### src/design/vls_pkg.sv
// ----------------------------------------------------------------------------
// vls_pkg
// Types, constants and register indexes shared by the vertex shading pipeline.
// ----------------------------------------------------------------------------
`default_nettype none
package vls_pkg;

  localparam logic [15:0] ONE_Q15 = 16'h8000;

  typedef enum logic [2:0] {
    CFG_LIGHT_X    = 3'd0,
    CFG_LIGHT_Y    = 3'd1,
    CFG_LIGHT_Z    = 3'd2,
    CFG_AMBIENT    = 3'd3,
    CFG_GAIN       = 3'd4,
    CFG_MAT_RG     = 3'd5,
    CFG_MAT_BA     = 3'd6,
    CFG_UNUSED     = 3'd7
  } cfg_idx_t;

  typedef struct packed {
    logic signed [15:0] normal_x;
    logic signed [15:0] normal_y;
    logic signed [15:0] normal_z;
    logic               has_normal;
    logic               has_color;
    logic [15:0]        color_r;
    logic [15:0]        color_g;
    logic [15:0]        color_b;
    logic [15:0]        color_a;
  } in_t;

  typedef struct packed {
    logic [15:0] shaded_r;
    logic [15:0] shaded_g;
    logic [15:0] shaded_b;
    logic [15:0] shaded_a;
    logic [15:0] light_factor;
  } out_t;

  typedef struct packed {
    logic signed [15:0] light_x;
    logic signed [15:0] light_y;
    logic signed [15:0] light_z;
    logic [15:0]        ambient_level;
    logic [15:0]        diffuse_gain;
    logic [31:0]        material_red_green;
    logic [31:0]        material_blue_alpha;
  } cfg_t;

  // base color and the "lighting is 1.0" flag ride along the whole pipe
  typedef struct packed {
    logic [15:0] r;
    logic [15:0] g;
    logic [15:0] b;
    logic [15:0] a;
    logic        unity;
  } side_t;

  typedef struct packed {
    logic        vld;
    side_t       side;
    logic [31:0] s;
    logic [31:0] d;
  } sq_in_t;

  typedef struct packed {
    logic        vld;
    side_t       side;
    logic [31:0] s;
    logic [31:0] d;
    logic [32:0] rem;
    logic [30:0] root;
  } sq_stage_t;

  typedef struct packed {
    logic        vld;
    side_t       side;
    logic [31:0] d;
    logic [30:0] r;
  } dv_in_t;

  typedef struct packed {
    logic        vld;
    side_t       side;
    logic        sat;
    logic [47:0] rem;
    logic [30:0] r;
    logic [14:0] q;
  } dv_stage_t;

  typedef struct packed {
    logic        vld;
    side_t       side;
    logic [15:0] diffuse;
  } fin_in_t;

endpackage
`default_nettype wire

### src/design/vls_finish.sv
// ----------------------------------------------------------------------------
// vls_finish
// Gain, ambient add and color scaling, each step behind its own register.
// ----------------------------------------------------------------------------
`default_nettype none
module vls_finish (
  input  wire logic          clk,
  input  wire logic          rst_n,
  input  vls_pkg::fin_in_t   din,
  input  vls_pkg::cfg_t      cfg,
  output logic               out_vld,
  output vls_pkg::out_t      out_dat
);

  logic           vld1_r, vld2_r, vld3_r, vld4_r;
  vls_pkg::side_t side1_r, side2_r;
  logic [31:0]    gp1_r;
  logic [15:0]    light2_r, light3_r, a3_r;
  logic [17:0]    lsum;
  logic [31:0]    pr3_r, pg3_r, pb3_r;
  vls_pkg::out_t  dat4_r;

  function automatic logic [15:0] sat_q15(input logic [16:0] v);
    sat_q15 = (v > {1'b0, vls_pkg::ONE_Q15}) ? vls_pkg::ONE_Q15 : v[15:0];
  endfunction

  always_ff @(posedge clk) begin
    if (!rst_n) begin
      vld1_r <= 1'b0;
      vld2_r <= 1'b0;
      vld3_r <= 1'b0;
      vld4_r <= 1'b0;
    end else begin
      vld1_r <= din.vld;
      vld2_r <= vld1_r;
      vld3_r <= vld2_r;
      vld4_r <= vld3_r;
    end
  end

  assign lsum = {2'b00, cfg.ambient_level} + {1'b0, gp1_r[31:15]};

  always_ff @(posedge clk) begin
    side1_r  <= din.side;
    gp1_r    <= cfg.diffuse_gain * din.diffuse;
    side2_r  <= side1_r;
    if (side1_r.unity || (lsum > {2'b00, vls_pkg::ONE_Q15})) begin
      light2_r <= vls_pkg::ONE_Q15;
    end else begin
      light2_r <= lsum[15:0];
    end
    pr3_r    <= side2_r.r * light2_r;
    pg3_r    <= side2_r.g * light2_r;
    pb3_r    <= side2_r.b * light2_r;
    a3_r     <= sat_q15({1'b0, side2_r.a});
    light3_r <= light2_r;
    dat4_r.shaded_r     <= sat_q15(pr3_r[31:15]);
    dat4_r.shaded_g     <= sat_q15(pg3_r[31:15]);
    dat4_r.shaded_b     <= sat_q15(pb3_r[31:15]);
    dat4_r.shaded_a     <= a3_r;
    dat4_r.light_factor <= light3_r;
  end

  assign out_vld = vld4_r;
  assign out_dat = dat4_r;

endmodule
`default_nettype wire

### config.mk
export PLATFORM = sky130hd
export DESIGN_NAME = vls_finish
export DESIGN_NICKNAME = d
export VERILOG_FILES = /design/src/design/vls_pkg.sv /design/src/design/vls_finish.sv
export SDC_FILE = /design/constraint.sdc
export NUM_CORES = 2
export LEC_CHECK = 0
export BUFFER_PORTS_ARGS = -buffer_cell sky130_fd_sc_hd__clkbuf_2
export CAP_MARGIN = 30
export CORE_MARGIN = 5
export CORE_UTILIZATION = 59
export CTS_BUF_LIST = sky130_fd_sc_hd__clkbuf_4
export CTS_CLUSTER_DIAMETER = 40
export DETAILED_ROUTE_END_ITERATION = 10
export PLACE_DENSITY_LB_ADDON = 0.25
export SLEW_MARGIN = 20
export SYNTH_ARGS = -nofsm -noshare
export SYNTH_HDL_FRONTEND = slang
export SYNTH_SLANG_ARGS = --single-unit
export TNS_END_PERCENT = 100
### constraint.sdc
create_clock -name clk -period 13.1 [get_ports clk]
set_input_delay 2.62 -clock clk [delete_from_list [all_inputs] [get_ports clk]]
set_output_delay 2.62 -clock clk [all_outputs]
set_load 0.03 [all_outputs]
Word level (Yosys, flattened, before mapping):

Cells that the tools add are included.

* reductions and logical operators: 1
* add/sub/neg operators: 1
* magnitude comparators: 5
* $mul: 4

Operators by type and width (count)
* multiplier 16 x 16 -> 32 bit: 4
* > comparator 17 x 16 -> 1 bit (second input constant): 3
* adder 16 x 17 -> 18 bit: 1
* > comparator 18 x 16 -> 1 bit (second input constant): 1
* > comparator 16 bit (second input constant): 1
* logical OR 1 bit: 1

* input bits: 228
* bits in registers: 389
* logic and storage cells: 36

Logic depth before layout (Yosys ltp):

* word-level depth: 3
* depth in mapped cells: 24
* gate-level depth less buffers: 23

Least setup slack after synthesis:

No wires, ideal clock.

* path kind: input to register
* from: input port cfg[71] (netlist bit)
* to: register gp1_r[30]
* stages on the path: 23
* path slack: 5041 ps
* data required time: 13028 ps
* arrival: 7987 ps
* buffers on the path: 1
* cell sequence: clkbuf_1 > nand2_1 > fa_1 > inv_1 > fa_1 > inv_1 > fa_1 > inv_1 > fa_1 > fa_1 > inv_1 > fa_1 > inv_1 > ha_1 > a21oi_1 > o21ai_0 > a221oi_1 > o21ai_1 > a21oi_1 > o311ai_1 > a21o_1 > a21oi_1 > xnor2_1

* longest elaborated chain between the ends: 1

RTL lines
* start: declaration: RTL line vls_finish.sv:10 `input vls_pkg::cfg_t cfg,`
* multiplier 16 x 16 -> 32 bit: RTL line vls_finish.sv:45 `gp1_r <= cfg.diffuse_gain * din.diffuse;`
* end signal: assignment: RTL line vls_finish.sv:45
* end: declaration: RTL line vls_finish.sv:17 `logic [31:0] gp1_r;`

Every way passes these cells.
A chain may end at the register's enable or synchronous reset.

Worst setup path in the final report:

* from: input port din[4] (netlist bit)
* to: register gp1_r[30]

* longest elaborated chain between the ends: 1

RTL lines
* start: declaration: RTL line vls_finish.sv:9 `input vls_pkg::fin_in_t din,`
* multiplier 16 x 16 -> 32 bit: RTL line vls_finish.sv:45

Every way passes these cells.

==> summary.txt <==
STA
  – Final hold vios: 0
  – Final min period: 8240 ps
  – Final Skew: 37.4 ps
  – Final slew viol count: 0
  – Worst hold slack: 297 ps
  – Slew headroom: 33.4%
  – # setup viols final: 0
  – Unrepaired setup endpoints after global routing: no
  – F_max: 121 MHz
  – Setup TNS Final: 0 ps
  – Worst slew pin tran: 997 ps
  – Final period utilization: 62.9%

Floorplanning
  – Die area: 0.0728 sq mm
  – Initial Util: 59.4%
  – Die H: 270 um
  – Core area: 0.0670 sq mm
  – Std cell rows: 95
  – Die W: 270 um
  – I/O Pins: 309

Setup path
  – Most frequent CP cell: fa_1
  – Crit path to: gp1_r[30]
  – RR Startpoint: light2_r[5]
  – Kind of start point of the critical path: input port
  – CP Depth: 22
  – Crit. End Element: flip-flop
  – Req. time, crit path: 13,820 ps
  – CP Class: in -> reg
  – Arrival time at the worst endpoint: 8960 ps
  – CP delay by family, top: adder cells
  – Largest stage delay on the critical path: 580 ps
  – RR Endpoint: pb3_r[29]
  – Cell count of the worst reg-to-reg path: 22
  – Critical path launch point: din[4]
  – Worst-path fanout max: 16
  – Reg2Reg Setup Slack: 5990 ps
  – Worst path cell trace: clkbuf_2 > and2_1 > fa_1 > inv_1 > fa_1 > fa_1 > inv_1 > fa_1 > fa_1 > inv_1 > fa_1 > inv_1 > ha_1 > a21oi_1 > o21ai_0 > a221oi_1 > o21ai_1 > a21oi_1 > o311ai_1 > a21o_1 > a21oi_1 > xnor2_1
  – Critical path buffer and inverter count: 5
  – Crit-path slowest cell: o311ai_1

Global route
  – Pin count of the biggest net entering global routing: 50
  – Initial antenna violation count: 4
  – First-pass GRT wire length: 152 mm
  – Vias in the first global route: 30,100
  – Total grt overflow: 0
  – Tot GR Track Use: 25.7%

Placed design
  – Port Buffers: 196
  – DP Cell Count: 5,062
  – Dpl cell area: 0.0414 sq mm
  – Dpl hpwl: 65.1 mm
  – Final GP Congestion: 0.862

Logic synthesis
  – Sequential area share after synthesis: 16.5%
  – Top cells by area, synth: fa_1, dfxtp_1, ha_1
  – Mean post-synth cell area: 9.63 sq um
  – Synth Register Bits: 329
  – Yosys warns: 0
  – Asr flop ratio synth: 0%
  – Post-Syn Area: 0.0398 sq mm
  – Syn_nets: 5,557
  – Synth cell count leaders: inv_1, fa_1, nand2_1
  – Cell count after synthesis: 4,136
  – Most frequent cell after synthesis: inv_1
  – Post-synth top area share: 38.9%
  – Cell taking the most area after synthesis: fa_1
  – Predominant post-synthesis flop cell: dfxtp_1
  – Synth unique cells: 64
  – Post-synth EDFFs: 0

CTS
  – Deepest clock path buffer count: 3
  – Root Buffer: clkbuf_4
  – Worst-skew pair later-pin latency: 860 ps
  – CTS Hold Buffers Added: 0
  – Post-CTS setup buffers: 0
  – TritonCTS clock tree: yes
  – H-tree levels: 3
  – CTS Sinks: 329
  – CTS Buf Count: 84
  – CTS resizes: 0
  – Clock transition at path regs: 60 ps

Route
  – Routed Antenna Nets: 0
  – Total detailed-routing wirelength: 89.6 mm
  – DRC: 0
  – Wire length per cell: 17.2 um
  – DRT Pass-1 Iters: 6
  – Initial detailed-routing violation count: 1,496
  – Vias per inst: 5.27
  – Routed via count: 27,500

Final layout
  – Cell area after layout: 0.0426 sq mm
  – Layout Utilization: 63.5%
  – Nets@finish: 5,696
  – Layout cell share with drive strength beyond 1: 8.61%
  – Area delta synth->final: 6.90%
  – Final Instance Count excl. Fillers: 5,213

Run
  – Max-cap violations: 0

Pwr
  – Leakage power total: 21.8 nW
  – Maximum vdd drop: 0.226 mV
  – Pwr per Cell Area: 272 mW/mm^2

Status
  – Status: completed

Hold path
  – Hold path start: side1_r[33]
  – Worst Hold Class: reg -> reg
  – Hold Path Stages: 0
layout by cell type, fill, tap and decap left out, types with 35 or more instances in the layout:
cell	n
a21oi_1	54
inv_1	891
ha_1	420
xnor2_1	52
and2_1	530
fa_1	773
clkbuf_2	196
nor2b_1	35
dfxtp_1	316
nand2_1	561
clkbuf_4	112
nor2_1	60
final cells by class:
type / count / area (sq um)
repair buffers: 219 / 1150
clock inverters: 32 / 259
multi-input cells: 2750 / 29300
flip-flops and latches: 329 / 6600
clock buffers: 112 / 841
inverters: 891 / 3340
fillers: 5638 / 24500
diodes: 7 / 17.5
well taps: 873 / 1090
how the worst min path moves through the flow:
stage | end | slack, ps
2_1_floorplan | out_dat[0] | 310
3_3_place_gp | side2_r[63] | 310
3_5_place_dp | out_dat[29] | 310
4_1_cts | side2_r[33] | 290
5_1_grt | side2_r[23] | 310
6_report | side2_r[33] | 300
metrics by stage:
stage	power (mW)	setup WS, ps
final	11.6	4860
after floorplan	8.34	5040
after global routing	13.1	4640
after CTS	11.7	4970
after detailed placement	10.6	4060
after global placement	10.4	4180
routing by layer:
metal | up-vias | part of all wire (%) | GRT usage, %
met4 | 2 | 2.4 | 6.90
met3 | 179 | 9.0 | 6.40
met2 | 1022 | 46 | 41.2
met1 | 13700 | 43 | 35.4
met5 | - | 0.013 | 0
li1 | 12600 | - | -
worst register-to-register path: stages, from the launching register on:
cell and delay [ps]:
dfxtp_1 750, buf_4 540, and2_1 250, fa_1 430
inv_1 80, fa_1 430, fa_1 530, inv_1 60
fa_1 500, fa_1 510, inv_1 50, fa_1 490
inv_1 80, ha_1 340, a21oi_1 170, o21bai_1 70
a221oi_1 280, o21ai_0 210, o2111ai_1 280, a21oi_1 170
nor3_1 370, o21ai_0 180, xnor2_1 270
kinds of logic after synthesis:
| logic type | after synthesis | synth area share (%) |
|---|---|---|
| AND/OR/NAND/NOR | 1282 | 16.2 |
| adder cells (fa/ha/maj) | 1193 | 52.1 |
| buffers and inverters | 1057 | 9.98 |
| flip-flops | 329 | 16.5 |
| AO/OA/AOI/OAI | 201 | 3.54 |
| XOR/XNOR | 73 | 1.61 |
| multiplexers | 1 | 0.0283 |
state kept, by name, summed over array words and instances, names as in the netlist:
name,cells
vld1_r,1
vld3_r,1
pg3_r,17
a3_r,16
light2_r,16
vld2_r,1
out_vld,1
pb3_r,17
gp1_r,17
side2_r,64
pr3_r,17
light3_r,16
out_dat,80
side1_r,65
power breakdown:
group	leakage (nW)	total [mW]	switching [mW]	internal, mW
Sequential	2.76	1.54	0.188	1.35
Clock	0.641	0.899	0.433	0.466
Combinational	18.4	9.12	5.23	3.89
Total	21.8	11.6	5.85	5.71
Note: power is estimated with default switching activity, not from simulation.
