--- src/design/vls_pkg.sv ---
// ----------------------------------------------------------------------------
// vls_pkg
// Types, constants and register indexes shared by the vertex shading pipeline.
// ----------------------------------------------------------------------------
`default_nettype none
package vls_pkg;

  localparam logic [15:0] ONE_Q15 = 16'h8000;

  typedef enum logic [2:0] {
    CFG_LIGHT_X    = 3'd0,
    CFG_LIGHT_Y    = 3'd1,
    CFG_LIGHT_Z    = 3'd2,
    CFG_AMBIENT    = 3'd3,
    CFG_GAIN       = 3'd4,
    CFG_MAT_RG     = 3'd5,
    CFG_MAT_BA     = 3'd6,
    CFG_UNUSED     = 3'd7
  } cfg_idx_t;

  typedef struct packed {
    logic signed [15:0] normal_x;
    logic signed [15:0] normal_y;
    logic signed [15:0] normal_z;
    logic               has_normal;
    logic               has_color;
    logic [15:0]        color_r;
    logic [15:0]        color_g;
    logic [15:0]        color_b;
    logic [15:0]        color_a;
  } in_t;

  typedef struct packed {
    logic [15:0] shaded_r;
    logic [15:0] shaded_g;
    logic [15:0] shaded_b;
    logic [15:0] shaded_a;
    logic [15:0] light_factor;
  } out_t;

  typedef struct packed {
    logic signed [15:0] light_x;
    logic signed [15:0] light_y;
    logic signed [15:0] light_z;
    logic [15:0]        ambient_level;
    logic [15:0]        diffuse_gain;
    logic [31:0]        material_red_green;
    logic [31:0]        material_blue_alpha;
  } cfg_t;

  // base color and the "lighting is 1.0" flag ride along the whole pipe
  typedef struct packed {
    logic [15:0] r;
    logic [15:0] g;
    logic [15:0] b;
    logic [15:0] a;
    logic        unity;
  } side_t;

  typedef struct packed {
    logic        vld;
    side_t       side;
    logic [31:0] s;
    logic [31:0] d;
  } sq_in_t;

  typedef struct packed {
    logic        vld;
    side_t       side;
    logic [31:0] s;
    logic [31:0] d;
    logic [32:0] rem;
    logic [30:0] root;
  } sq_stage_t;

  typedef struct packed {
    logic        vld;
    side_t       side;
    logic [31:0] d;
    logic [30:0] r;
  } dv_in_t;

  typedef struct packed {
    logic        vld;
    side_t       side;
    logic        sat;
    logic [47:0] rem;
    logic [30:0] r;
    logic [14:0] q;
  } dv_stage_t;

  typedef struct packed {
    logic        vld;
    side_t       side;
    logic [15:0] diffuse;
  } fin_in_t;

endpackage
`default_nettype wire

--- src/design/vls_front.sv ---
// ----------------------------------------------------------------------------
// vls_front
// Base color select, dot product and squared length of the normal.
// ----------------------------------------------------------------------------
`default_nettype none
module vls_front (
  input  wire logic          clk,
  input  wire logic          rst_n,
  input  wire logic          acc,
  input  vls_pkg::in_t       din,
  input  vls_pkg::cfg_t      cfg,
  output vls_pkg::sq_in_t    dout
);

  logic                 vld_a_r;
  vls_pkg::side_t       side_a_r;
  logic signed [31:0]   px_r, py_r, pz_r, qx_r, qy_r, qz_r;
  vls_pkg::side_t       side_nxt;

  logic                 vld_b_r;
  vls_pkg::side_t       side_b_r;
  vls_pkg::side_t       side_b_nxt;
  logic [31:0]          s_b_r, d_b_r;
  logic signed [33:0]   s_sum, d_sum;

  always_comb begin
    side_nxt.unity = !din.has_normal;
    if (din.has_color) begin
      side_nxt.r = din.color_r;
      side_nxt.g = din.color_g;
      side_nxt.b = din.color_b;
      side_nxt.a = din.color_a;
    end else begin
      side_nxt.r = cfg.material_red_green[15:0];
      side_nxt.g = cfg.material_red_green[31:16];
      side_nxt.b = cfg.material_blue_alpha[15:0];
      side_nxt.a = cfg.material_blue_alpha[31:16];
    end
  end

  always_ff @(posedge clk) begin
    if (!rst_n) begin
      vld_a_r <= 1'b0;
      vld_b_r <= 1'b0;
    end else begin
      vld_a_r <= acc;
      vld_b_r <= vld_a_r;
    end
  end

  always_ff @(posedge clk) begin
    side_a_r <= side_nxt;
    px_r     <= din.normal_x * cfg.light_x;
    py_r     <= din.normal_y * cfg.light_y;
    pz_r     <= din.normal_z * cfg.light_z;
    qx_r     <= din.normal_x * din.normal_x;
    qy_r     <= din.normal_y * din.normal_y;
    qz_r     <= din.normal_z * din.normal_z;
  end

  assign d_sum = 34'(px_r) + 34'(py_r) + 34'(pz_r);
  assign s_sum = 34'(qx_r) + 34'(qy_r) + 34'(qz_r);

  always_comb begin
    side_b_nxt       = side_a_r;
    side_b_nxt.unity = side_a_r.unity || (s_sum == 34'sd0);
  end

  always_ff @(posedge clk) begin
    side_b_r <= side_b_nxt;
    s_b_r    <= s_sum[31:0];
    // drop a non-positive dot product to zero: diffuse is clamped there
    d_b_r    <= (d_sum > 34'sd0) ? d_sum[31:0] : 32'd0;
  end

  assign dout.vld  = vld_b_r;
  assign dout.side = side_b_r;
  assign dout.s    = s_b_r;
  assign dout.d    = d_b_r;

endmodule
`default_nettype wire

--- config.mk ---
export PLATFORM = sky130hd
export DESIGN_NAME = vls_front
export DESIGN_NICKNAME = d
export VERILOG_FILES = /design/src/design/vls_pkg.sv /design/src/design/vls_front.sv
export SDC_FILE = /design/constraint.sdc
export NUM_CORES = 2
export LEC_CHECK = 0
export BUFFER_PORTS_ARGS = -buffer_cell sky130_fd_sc_hd__buf_4
export CAP_MARGIN = 20
export CORE_MARGIN = 2
export CORE_UTILIZATION = 58
export DETAILED_ROUTE_END_ITERATION = 8
export GPL_TIMING_DRIVEN = 0
export MAX_ROUTING_LAYER = met4
export PLACE_DENSITY = 0.8
export SYNTH_ARGS = -nofsm -noshare
export SYNTH_HDL_FRONTEND = slang
export SYNTH_SLANG_ARGS = --single-unit
--- constraint.sdc ---
create_clock -name clk -period 6.8 [get_ports clk]
set_input_delay 0.68 -clock clk [delete_from_list [all_inputs] [get_ports clk]]
set_output_delay 0.68 -clock clk [all_outputs]
set_load 0.05 [all_outputs]
After elaboration in Yosys (flattened, before gate mapping)
Index checks and enable logic that the tools add are counted.
- add/sub/neg operators: 4
- multiply operators: 6
- magnitude comparators: 1
- muxes and demuxes: 1
- reductions and logical operators: 3
- operators by type and width (kind ; count):
    $mul A16 B16 Y32 ; 6
    $add A33 B32 Y34 ; 2
    $add A32 B32 Y33 ; 2
    $mux W64 ; 1
    $gt A34 B1 Y1 const B ; 1
    $logic_not A34 Y1 ; 1
    $logic_not A1 Y1 ; 1
    $logic_or A1 B1 Y1 ; 1
- register bits: 388
- bits of input ports: 261
- output and inout bits: 130
- logic and storage cells: 35

Depth between registers and ports, before layout
- word-level depth: 4
- gate-level depth with buffers: 25
- depth with buffers taken out: 24

Worst setup path before layout
Ideal clock, no wire load.
- path kind: input to register
- from: in din[101] (netlist bit)
- to: reg qx_r[31]
- library setup time: 120 ps
- data arrival time: 6677 ps
- required time: 6680 ps
- slack: 3 ps
- stages on the path: 23
- buffers on the path: 2
- cell sequence: clkbuf_1 -> clkbuf_1 -> nand2_1 -> fa_1 -> fa_1 -> fa_1 -> inv_1 -> fa_1 -> fa_1 -> inv_1 -> fa_1 -> inv_1 -> ha_1 -> and3_1 -> a221oi_1 -> inv_1 -> a21oi_1 -> o21ai_1 -> a211oi_1 -> nor3_1 -> a2111oi_1 -> a21oi_1 -> xnor2_1
- cells in the longest elaborated chain, start to end: 1
- RTL lines (element ; line ; RTL):
    start: declaration ; vls_front.sv:10 ; input vls_pkg::in_t din,
    $mul A16 B16 Y32 ; vls_front.sv:56 ; qx_r <= din.normal_x * din.normal_x;
    end signal: assignment ; vls_front.sv:56 ;
    end: declaration ; vls_front.sv:17 ; logic signed [31:0] px_r, py_r, pz_r, qx_r, qy_r, qz_r;
No other way between the ends.
A chain may end at the register's enable or synchronous reset.

Worst setup path in the final report
- from: in din[83] (netlist bit)
- to: reg qy_r[28]
- cells in the longest elaborated chain, start to end: 1
- RTL lines (element ; line ; RTL):
    $mul A16 B16 Y32 ; vls_front.sv:57 ; qy_r <= din.normal_y * din.normal_y;
    end signal: assignment ; vls_front.sv:57 ;
    end: declaration ; vls_front.sv:17 ;
No other way between the ends.

==> metrics.md <==
| Metric | Value |
|---|---|
| Port bufs | `350` |
| Number of global-route vias before repair | `54300` |
| Element type at the critical path end | `flip-flop` |
| DRC | `2` |
| Worst Reg-to-Reg Cells | `15` |
| Yosys warning total | `0` |
| Status | `finished, violations left` |
| Post-synthesis cell count | `7232` |
| Clk sinks | `385` |
| R2R Setup Slk | `1990 ps` |
| Slew HR | `0.276` |
| Largest net degree at the start of global routing | `17` |
| Min-delay worst type | `in2reg` |
| RSZ-0062 raised after global routing | `true` |
| Highest routed layer | `met4` |
| Via count | `50600` |
| Hold depth | `2` |
| Startpoint types | `input port` |
| Clk buf depth | `3` |
| Actual slew at the worst max-slew pin | `1070 ps` |
| Failing checks | `DRC` |
| Initial antenna violation count | `15` |
| Max_cap viols | `0` |
| GPL Wtd Cong | `1.03` |
| Cell repeated most along the worst path | `fa_1` |
| Syn Std Cell Area | `69500 sq um` |
| CTS tree | `yes` |
| Via/cell ratio | `5.46` |
| WHS | `193 ps` |
| First-pass DRT Iterations | `8` |
| Arr. time, crit path | `7080 ps` |
| Met2 routed WL | `90300 microns` |
| Area growth, synth to finish | `9.66%` |
| CTS HTree Levels | `2` |
| Crit-path cells | `clkbuf_2 -> clkbuf_2 -> nand2_1 -> fa_1 -> fa_1 -> fa_1 -> inv_1 -> fa_1 -> fa_1 -> inv_1 -> fa_1 -> inv_1 -> ha_1 -> inv_1 -> o21ai_0 -> a21o_1 -> a31o_2 -> a221o_1 -> a31oi_1 -> o21ai_0 -> nand2_1 -> xnor2_1` |
| Register bit count reported by yosys | `385` |
| Hold Startpoint | `din[65]` |
| Reg2Reg Capture Point | `d_b_r[2]` |
| Post-synth EDFFs | `0` |
| Ys flop type | `dfxtp_1` |
| Reg clk slew, reported paths | `60 ps` |
| Die width | `350 microns` |
| Tmin final | `6660 ps` |
| Hold path endpoint | `side_a_r[0]` |
| Achievable frequency | `0.150 GHz` |
| # nets final | `10000` |
| Post-CTS Hold Fix Bufs | `0` |
| Required @ worst endpoint | `7230 ps` |
| Fin crit share | `0.979` |
| WL per Instance | `20.7 microns` |
| Reg-to-reg critical path startpoint | `px_r[1]` |
| Ys async rst share | `0` |
| Routed Antenna Nets | `0` |
| Initial Util | `0.587` |
| FP Rows | `126` |
| Core footprint | `118000 sq um` |
| CTS buffer count | `44` |
| Setup TNS | `0 ps` |
| DRT iter0 DRCs | `3742` |
| Post-Syn Area per Cell | `9.60 sq um` |
| Layout filler cell count | `9593` |
| CP max FO | `10` |
| Hpwl dp | `163000 microns` |
| Root buffer cell | `clkbuf_16` |
| Final hold vios | `0` |
| GRT overflow | `0` |
| Routed wl met3 | `17700 microns` |
| Layout cells sized above 1 | `0.0954` |
| DRT met1 WL | `73100 microns` |
| I/O pin count | `391` |
| CP max-delay cell | `xnor2_1` |
| First-pass GRT wire length | `302000 microns` |
| Setup slack at placement | `-1830 ps` |
| Final worst setup slack | `142 ps` |
| Sequential share of the synthesized area | `0.111` |
| Cell variety after synth | `83` |
| Die area | `123000 sq um` |
| Setup CP Type | `in2reg` |
| Reg area | `7710 sq um` |
| Later-pin clock latency in the skew report | `650 ps` |
| Vert. Die Dim | `350 microns` |
| DRT Wirelength | `192000 microns` |
| # setup viols final | `0` |
| Max incr delay on CP | `650 ps` |
| Setup Skew | `50.8 ps` |
| Multi-input logic area | `54200 sq um` |
| Total Routing Usage GR | `0.336` |
| Final Slew Violations | `0` |
==> layout make-up <==
type / count / share of cell area
inverter: 1834 / 0.0905
clock inverter: 26 / 0.00412
buffer: 213 / 0.0150
clock buffer: 53 / 0.0156
multi-input combinational: 4784 / 0.712
timing repair buffer: 358 / 0.0353
antenna: 12 / 0.000394
tap: 1600 / 0.0263
sequential: 385 / 0.101
==> worst max-delay path, delay by kind of cell <==
kind | cells | cell delay [ps]
and+or+nand+nor | 2 | 330
xor gates and xnor gates | 1 | 650
buffers and inverters | 6 | 760
AOI/OAI and AO/OA | 6 | 1310
adders and majority gates | 7 | 3340
==> stage by stage <==
step	std cells	area [sq um]	utilization
after CTS	9256	75800	0.640
after floorplan	7234	69500	-
after global routing	9259	76200	0.643
final	9265	76200	0.643
after detailed placement	9184	74100	0.626
after global placement	9184	74100	0.626
==> kinds of logic (layout without fill, tap and decap cells) <==
group | after synthesis | count (layout) | share of synthesized area
other | 1 | 15 | 0.0000540
and+or+nand+nor | 1671 | 1671 | 0.118
DFF | 385 | 385 | 0.111
AOI/OAI and AO/OA | 624 | 624 | 0.0598
buffers and inverters | 2065 | 2484 | 0.112
muxes | 71 | 71 | 0.0114
adders and majority gates | 2137 | 2137 | 0.553
xor gates and xnor gates | 278 | 278 | 0.0351
==> synth_stat cells, drive strengths merged (5+ instances only) <==
cell type	number	area [sq um]
nand2	650	2440
nand3b	6	45.0
o211ai	13	108
nand2b	43	269
nor3	47	235
or3	13	81.3
and3	30	189
nor2b	23	144
mux2	65	732
nand4	13	81.3
o21ai	102	514
a221o	5	50.1
a21o	102	767
a31o	20	175
clkbuf	215	807
fa	1552	31100
o21a	25	188
nor4	7	50.1
buf	16	73.8
a21boi	9	67.6
a21oi	194	982
o41ai	5	43.8
nand3	57	285
nor2	224	841
a221oi	7	61.3
mux2i	6	60.1
dfxtp	385	7710
and2	518	3240
ha	585	7320
o311ai	5	43.8
and4	8	70.1
a211oi	16	120
o31ai	11	87.6
or2	16	100
inv	1834	6880
xor2	68	596
o31a	5	43.8
a31oi	15	93.8
o21bai	31	233
xnor2	210	1840
a211o	13	115
a2111oi	8	83.8
==> per-layer routing <==
metal  up-vias  track usage
li1      22300            -
met3       477       0.0740
met1     25600        0.419
met4         0        0.163
met5         -            -
met2      2230        0.523
==> state kept, by name, summed over array words and instances (netlist names) <==
signal	cells
dout	65
side_a_r	65
d_b_r	32
px_r	32
py_r	32
pz_r	32
s_b_r	32
qx_r	31
qy_r	31
qz_r	31
vld_a_r	1
vld_b_r	1
==> placed cells by master (no fill, tap or decap), types with 65 or more instances in the layout <==
| cell | count |
|---|---|
| and2_1 | 517 |
| nand2_1 | 650 |
| buf_4 | 370 |
| xnor2_1 | 206 |
| fa_1 | 1548 |
| a21oi_1 | 184 |
| inv_1 | 1831 |
| clkbuf_2 | 69 |
| ha_1 | 583 |
| dfxtp_1 | 385 |
| clkbuf_1 | 76 |
| o21ai_0 | 96 |
| nor2_1 | 223 |
| mux2_2 | 65 |
| xor2_1 | 68 |
| a21o_1 | 101 |
==> timing repair <==
action,4_1_cts,5_1_grt
endpoints found under the setup margin,67,37
pin swaps,2,11
resized for setup,131,195
cloned,0,0
setup buffers,1,7
==> worst max-delay path by stage <==
stage                  start       end  slack [ps]
finish               din[83]  qy_r[28]         140
global route         din[74]  qz_r[31]         -50
CTS                 cfg[131]  px_r[30]           4
detailed placement  din[108]  qx_r[31]       -1830
global placement     din[93]  qy_r[31]       -1770
floorplan           din[101]  qx_r[31]           3
Power is not shown: default switching activity piles up to over one toggle a cycle in this logic, so the estimate is an artifact.
