## src/design/vls_pkg.sv

```systemverilog
// ----------------------------------------------------------------------------
// vls_pkg
// Types, constants and register indexes shared by the vertex shading pipeline.
// ----------------------------------------------------------------------------
`default_nettype none
package vls_pkg;

  localparam logic [15:0] ONE_Q15 = 16'h8000;

  typedef enum logic [2:0] {
    CFG_LIGHT_X    = 3'd0,
    CFG_LIGHT_Y    = 3'd1,
    CFG_LIGHT_Z    = 3'd2,
    CFG_AMBIENT    = 3'd3,
    CFG_GAIN       = 3'd4,
    CFG_MAT_RG     = 3'd5,
    CFG_MAT_BA     = 3'd6,
    CFG_UNUSED     = 3'd7
  } cfg_idx_t;

  typedef struct packed {
    logic signed [15:0] normal_x;
    logic signed [15:0] normal_y;
    logic signed [15:0] normal_z;
    logic               has_normal;
    logic               has_color;
    logic [15:0]        color_r;
    logic [15:0]        color_g;
    logic [15:0]        color_b;
    logic [15:0]        color_a;
  } in_t;

  typedef struct packed {
    logic [15:0] shaded_r;
    logic [15:0] shaded_g;
    logic [15:0] shaded_b;
    logic [15:0] shaded_a;
    logic [15:0] light_factor;
  } out_t;

  typedef struct packed {
    logic signed [15:0] light_x;
    logic signed [15:0] light_y;
    logic signed [15:0] light_z;
    logic [15:0]        ambient_level;
    logic [15:0]        diffuse_gain;
    logic [31:0]        material_red_green;
    logic [31:0]        material_blue_alpha;
  } cfg_t;

  // base color and the "lighting is 1.0" flag ride along the whole pipe
  typedef struct packed {
    logic [15:0] r;
    logic [15:0] g;
    logic [15:0] b;
    logic [15:0] a;
    logic        unity;
  } side_t;

  typedef struct packed {
    logic        vld;
    side_t       side;
    logic [31:0] s;
    logic [31:0] d;
  } sq_in_t;

  typedef struct packed {
    logic        vld;
    side_t       side;
    logic [31:0] s;
    logic [31:0] d;
    logic [32:0] rem;
    logic [30:0] root;
  } sq_stage_t;

  typedef struct packed {
    logic        vld;
    side_t       side;
    logic [31:0] d;
    logic [30:0] r;
  } dv_in_t;

  typedef struct packed {
    logic        vld;
    side_t       side;
    logic        sat;
    logic [47:0] rem;
    logic [30:0] r;
    logic [14:0] q;
  } dv_stage_t;

  typedef struct packed {
    logic        vld;
    side_t       side;
    logic [15:0] diffuse;
  } fin_in_t;

endpackage
`default_nettype wire

```

## src/design/vls_div.sv

```systemverilog
// ----------------------------------------------------------------------------
// vls_div
// Pipelined restoring division d * 2^16 / r, saturated at 1.0 in Q1.15.
// ----------------------------------------------------------------------------
`default_nettype none
module vls_div (
  input  wire logic          clk,
  input  wire logic          rst_n,
  input  vls_pkg::dv_in_t    din,
  output vls_pkg::fin_in_t   dout
);

  vls_pkg::dv_stage_t ent_r;
  vls_pkg::dv_stage_t stg_r [0:14];

  always_ff @(posedge clk) begin
    if (!rst_n) begin
      ent_r.vld <= 1'b0;
    end else begin
      ent_r.vld <= din.vld;
    end
  end

  // quotient reaches 1.0 exactly when 2d >= r; otherwise it fits 15 bits
  always_ff @(posedge clk) begin
    ent_r.side <= din.side;
    ent_r.sat  <= ({din.d, 1'b0} >= {2'b00, din.r});
    ent_r.rem  <= {din.d, 16'd0};
    ent_r.r    <= din.r;
    ent_r.q    <= 15'd0;
  end

  genvar k;
  generate
    for (k = 0; k < 15; k++) begin : g_stage
      localparam int J = 14 - k;
      vls_pkg::dv_stage_t cur;
      logic [47:0]        cmp;
      logic               take;
      logic [14:0]        q_n;

      if (k == 0) begin : g_first
        assign cur = ent_r;
      end else begin : g_next
        assign cur = stg_r[k-1];
      end

      assign cmp  = {17'd0, cur.r} << J;
      assign take = (cur.rem >= cmp);

      always_comb begin
        q_n    = cur.q;
        q_n[J] = take;
      end

      always_ff @(posedge clk) begin
        if (!rst_n) begin
          stg_r[k].vld <= 1'b0;
        end else begin
          stg_r[k].vld <= cur.vld;
        end
      end

      always_ff @(posedge clk) begin
        stg_r[k].side <= cur.side;
        stg_r[k].sat  <= cur.sat;
        stg_r[k].rem  <= take ? (cur.rem - cmp) : cur.rem;
        stg_r[k].r    <= cur.r;
        stg_r[k].q    <= q_n;
      end
    end
  endgenerate

  assign dout.vld     = stg_r[14].vld;
  assign dout.side    = stg_r[14].side;
  assign dout.diffuse = stg_r[14].sat ? vls_pkg::ONE_Q15 : {1'b0, stg_r[14].q};

endmodule
`default_nettype wire

```

## config.mk

```make
export PLATFORM = sky130hd
export DESIGN_NAME = vls_div
export DESIGN_NICKNAME = d
export VERILOG_FILES = /design/src/design/vls_pkg.sv /design/src/design/vls_div.sv
export SDC_FILE = /design/constraint.sdc
export NUM_CORES = 2
export LEC_CHECK = 0
export BUFFER_PORTS_ARGS = -buffer_cell sky130_fd_sc_hd__clkbuf_2
export CAP_MARGIN = 20
export CORE_UTILIZATION = 65
export CTS_BUF_LIST = sky130_fd_sc_hd__clkbuf_4 sky130_fd_sc_hd__clkbuf_8
export CTS_CLUSTER_DIAMETER = 120
export DETAILED_ROUTE_END_ITERATION = 10
export GPL_TIMING_DRIVEN = 0
export HOLD_SLACK_MARGIN = 0.12
export PLACE_DENSITY = 0.83
export SLEW_MARGIN = 25
export SYNTH_ARGS = -nofsm -noshare
export SYNTH_HDL_FRONTEND = slang
export SYNTH_SLANG_ARGS = --single-unit
```

## constraint.sdc

```tcl
create_clock -name clk -period 9.1 [get_ports clk]
set_input_delay 2.73 -clock clk [delete_from_list [all_inputs] [get_ports clk]]
set_output_delay 2.73 -clock clk [all_outputs]
set_load 0.02 [all_outputs]
```

* Word-level counts from Yosys, hierarchy flattened
Memories as Yosys holds them, arrays and structs flattened.
Index checks and enable logic that the tools add are counted.
** Storage, ports and cells
- Bits in registers :: 130
- Latch bits :: 0
- Memory bits (writable) :: 2415
- ROM bits :: 0
- Bits of input ports :: 131
- Output and inout bits :: 82
- Memories :: 1
** Operators by class
- $add $sub $neg :: 15
- Multiply operators :: 0
- Div/mod/pow operators :: 0
- Order comparisons :: 16
- Eq/ne operators :: 0
- Shift operators :: 0
- Muxes and demuxes :: 33
- Bitwise operators :: 15
- Reduce and logical (&&, ||, !) cells :: 0
** Memories
- stg_r :: depth 15, width 161, rd ports 15, clocked after Yosys merged registers in 0, write ports 15, RTL line vls_div.sv:14 : vls_pkg::dv_stage_t stg_r [0:14];
** Operators with widths (number)
- $mux 48 :: 15
- $ge 48x31->1 :: 1
- $ge 48x32->1 :: 1
- $ge 48x33->1 :: 1
- $ge 48x34->1 :: 1
- $ge 48x35->1 :: 1
- $ge 48x36->1 :: 1
- $ge 48x37->1 :: 1
- $ge 48x38->1 :: 1
- $ge 48x39->1 :: 1
- $ge 48x40->1 :: 1
- $ge 48x41->1 :: 1
- $ge 48x42->1 :: 1
- $ge 48x43->1 :: 1
- $ge 48x44->1 :: 1
- $ge 48x45->1 :: 1
- $sub 48x31->48 :: 1
- $sub 48x32->48 :: 1
- $sub 48x33->48 :: 1
- $sub 48x34->48 :: 1
- $sub 48x35->48 :: 1
- $sub 48x36->48 :: 1
- $sub 48x37->48 :: 1
- $sub 48x38->48 :: 1
- 11 further kinds :: 41

* Logic depth before layout (Yosys ltp)
An unclocked memory read counts as a cell.
- Depth after elaboration :: 3
- Gate-level depth with buffers :: 15
- Depth with buffers taken out :: 13

* Worst setup path before layout
No wires, ideal clock.
- Path type :: in2reg
- Start point :: in din[10] (netlist name)
- End point :: reg ent_r[94] (netlist name)
- Setup time :: 126 ps
- Arrival :: 4423 ps
- Path slack :: 4551 ps
- Stages :: 11
- Path buffers :: 0
- Path through :: inv_1 ha_1 a21o_1 a21o_1 a21oi_1 o21ai_0 a21o_1 a221o_1 o21a_1 o21ai_0 nand3_1
** On the way
- Longest elaborated chain between the ends :: 1
** RTL lines
- start: declaration :: RTL line vls_div.sv:9 : input vls_pkg::dv_in_t din,
- $ge 33x31->1 :: RTL line vls_div.sv:27 : ent_r.sat <= ({din.d, 1'b0} >= {2'b00, din.r});
- end: declaration :: RTL line vls_div.sv:13 : vls_pkg::dv_stage_t ent_r;
Every way passes these cells.
A chain may end at the register's enable or synchronous reset.

==> results_dict.tcl <==
set metrics [dict create \
    detail_route.iter0.violations 3312 \
    wl_per_cell_um 19.5 \
    synthFlopType "dfxtp_1" \
    cts_buffers 343 \
    period_minus_slack_ns 5.63 \
    synth_simple_gate_area_share_pct 10.1 \
    ys_top_cells_by_area "dfxtp_1 57%, ha_1 7.8%, a21oi_1 3.7%" \
    cts_max_level 5 \
    postRouteAntennaNets 0 \
    overflow 0 \
    io_pins 213 \
    antenna_found_initial 3 \
    io_buffer_count 212 \
    clock_sinks 2256 \
    cts_root_buffer "clkbuf_8" \
    swShare_pct 34.4 \
    grt_pass1_wl_mm 301 \
    hold_buffers 0 \
    ctsResizeCount 0 \
    min_path_cells 0 \
    synthesis.nets 8232 \
    cap_violations 0 \
    hp-start "stg_r[4][21]$_DFF_P_" \
    n_fill_cell 7859 \
    reg2reg_depth 13 \
    hpwl_mm 140 \
    path_class "reg2out" \
    power_density_nw_per_um2 362 \
    max_stage_delay_ns 1.00 \
    synth_compound_area_share_pct 13.6 \
    path_max_fanout 10 \
    dieArea_um2 123000 \
    start_kind "register" \
    power_frac_comb_pct 33.7 \
    rsz0062_at_grt "false" \
    chipHeight_um 351 \
    setup_viol 0 \
    place.gp.congestion 0.992 \
    p_sw_mw 11.2 \
    syn_avg_cell_area_um2 10.4 \
    start_util_pct 65.8 \
    top_usage_layer "met2" \
    drive_above_1_share_pct 12.2 \
    grt_usage_pct 31.2 \
    grt_max_degree 17 \
    first_pass_iters 9 \
    synth_xor_xnor_area_share_pct 5.61 \
    tritoncts "built" \
    slew_viol_final 0 \
    die_x_um 351 \
    ys_seq_elements 2256 \
    clk_path_buf_depth 4 \
    async_reset_ff_share_pct 0 \
    path_cells "clkbuf_1, nor2b_1, clkbuf_2" \
    setup_ws_ns 3.47 \
    critPathSlowestCell "dfxtp_1" \
    crit_buf_inv 2 \
    grt_pass1_vias 58900 \
    use_met3_pct 4.57 \
    reg2reg_slack_ns 4.05 \
    critPathArrivalTime_ns 2.90 \
    area_growth_syn_to_layout_pct 13.1 \
    synth-seq-area-share_pct 57.0 \
    hold_viol 0 \
    p_leak_nw 40.6 \
    rows 127 \
    pre_cts_ws_ns 4.06 \
    path_delay_family "flip-flops" \
    outcome "complete, no violations" \
    via_count 56000 \
    synth_top_area_cell "dfxtp_1" \
    r2r_end "stg_r[3][83]$_DFF_P_" \
    drcViolationCount 0 \
    synth_adder_area_share_pct 8.11 \
    synthMuxAreaShare_pct 0.991 \
    r2r-start "stg_r[2][17]$_DFF_P_" \
    post_cts_buffers 0 \
    hp-class "reg2reg" \
    gr-usage-met1_pct 28.0 \
    fmax_ghz 0.177 \
    gr-usage-met2_pct 61.0 \
    wirelength_mm 195 \
    finalCritPeriodShare_pct 61.9 \
    clock_power_share_pct 27.0 \
    synth_warnings 0 \
    synth_cell_types 104 \
    vias_per_cell 5.60 \
    synth_top_family_by_area "compound AO/OA/AOI/OAI gates" \
    design.core.area_um2 120000 \
    finClkSkew_ns 0.0886 \
    finalNetCount 8790 \
    min_to "stg_r[5][21]$_DFF_P_" \
    clk_pin_slew_ns 0.07 \
    end_kind "output port" \
    p_int_mw 21.3 \
    irDropWorstVdd_uv 229 \
    required_ns 6.37 \
    clk_latency_ns 1.02 \
    synth_cells 7595 \
    relSlewSlack_pct 19.3 \
    tightest_slew_ns 1.20 \
    synth_area_um2 79300 \
    synth_edf_count 0 \
    setup_tns_ns 0 \
    seq_power_share_pct 39.3 \
    synth.top_cell.area_share_pct 57.0 \
]
[cells by family after synthesis]
family	after synthesis
compound gates	1742
simple gates	1630
mux	68
xor+xnor	508
fa+ha+maj	506
buf+inv	885
flops	2256
[worst reg2reg max path: stages, from the launching register on]
cell	delay [ns]
dfxtp_1	0.36
inv_1	0.06
ha_1	0.36
o21ai_0	0.18
a21oi_1	0.08
o311ai_0	0.67
a21oi_1	0.26
a31oi_1	0.63
o21ai_0	0.45
a31o_2	0.34
clkbuf_1	0.22
inv_1	0.39
clkbuf_1	0.66
o21ai_0	0.21
[cell usage after synthesis (15+ instances only)]
library cell / number
a2111oi_0: 17
a211oi_1: 41
a21o_1: 245
a21oi_1: 593
a31oi_1: 44
and2_1: 45
and3_1: 39
and4_1: 15
buf_2: 18
buf_4: 69
clkbuf_1: 161
dfxtp_1: 2256
ha_1: 493
inv_1: 619
mux2_2: 59
nand2_1: 489
nand2b_1: 71
nand3_1: 112
nand3b_1: 17
nand4_1: 92
nor2_1: 386
nor2b_1: 71
nor3_1: 105
nor4_1: 48
o211ai_1: 34
o21a_1: 40
o21ai_0: 435
o21bai_1: 72
o31ai_1: 26
or2_2: 21
or3_1: 36
or4_1: 22
xnor2_1: 280
xor2_1: 228
[metal layers]
metal / up-vias / part of all wire (%)
li1: 27000 / -
met1: 26100 / 34
met2: 2070 / 54
met3: 791 / 4.0
met4: 0 / 8.3
met5: - / 0
[cells in the final DEF, fill, tap and decap left out, types with 46 or more instances in the layout]
cell      count
a21o_1      245
a21oi_1     593
buf_4        69
clkbuf_1    161
clkbuf_2    214
clkbuf_4     95
clkbuf_8    412
dfxtp_1    2256
ha_1        493
inv_1       619
mux2_2       59
nand2_1     489
nand2b_1     71
nand3_1     112
nand4_1      92
nor2_1      386
nor2b_1      71
nor3_1      105
nor4_1       46
o21ai_0     434
o21bai_1     72
xnor2_1     280
xor2_1      228
[metrics by stage]
step | util, % | cells | hold WS (ns) | cell area (um^2) | total power, mW
2_1_floorplan | - | 7595 | 0.310 | 79300 | 20.7
4_1_cts | 74.4 | 9995 | 0.285 | 89700 | 32.4
3_5_place_dp | 68.4 | 9420 | 0.312 | 82400 | 23.5
3_3_place_gp | 68.4 | 9419 | 0.309 | 82300 | 23.1
5_1_grt | 74.5 | 9997 | 0.287 | 89700 | 34.3
6_report | 74.5 | 9999 | 0.295 | 89700 | 32.5
[registers in the layout, indices dropped and copies added (netlist names)]
signal,count
stg_r,2126
ent_r,130
[worst max path at each step]
stage                                from           endpoint  slack, ns  depth (start not counted)
floorplan                         din[10]  ent_r[94]$_DFF_P_       4.55                         11
global placement                  din[10]  ent_r[94]$_DFF_P_       4.01                         12
detailed placement                din[10]  ent_r[94]$_DFF_P_       4.06                         12
CTS                 stg_r[14][94]$_DFF_P_           dout[13]       3.38                          3
global route        stg_r[14][94]$_DFF_P_            dout[7]       3.32                          3
finish              stg_r[14][94]$_DFF_P_           dout[13]       3.47                          3
[final cells by class]
class / instances / area, um^2 / share of cell area, %
clock inverter: 68 / 891 / 0.993
clock buffer: 507 / 6380 / 7.12
antenna: 4 / 10.0 / 0.0112
sequential: 2256 / 45200 / 50.4
multi-input combinational: 4454 / 30500 / 34.0
timing repair buffer: 213 / 1070 / 1.20
inverter: 620 / 2330 / 2.60
buffer: 265 / 1290 / 1.44
tap: 1612 / 2020 / 2.25
[power groups by stage]
stage | Sequential [mW] | Combinational [mW] | Clock (mW)
2_1_floorplan | 12.5 | 8.23 | 0
3_3_place_gp | 12.8 | 10.4 | 0
3_5_place_dp | 12.9 | 10.6 | 0
4_1_cts | 12.7 | 10.8 | 8.90
5_1_grt | 12.9 | 12.1 | 9.35
6_report | 12.8 | 10.9 | 8.76
Power figures use the tool's default switching activity.
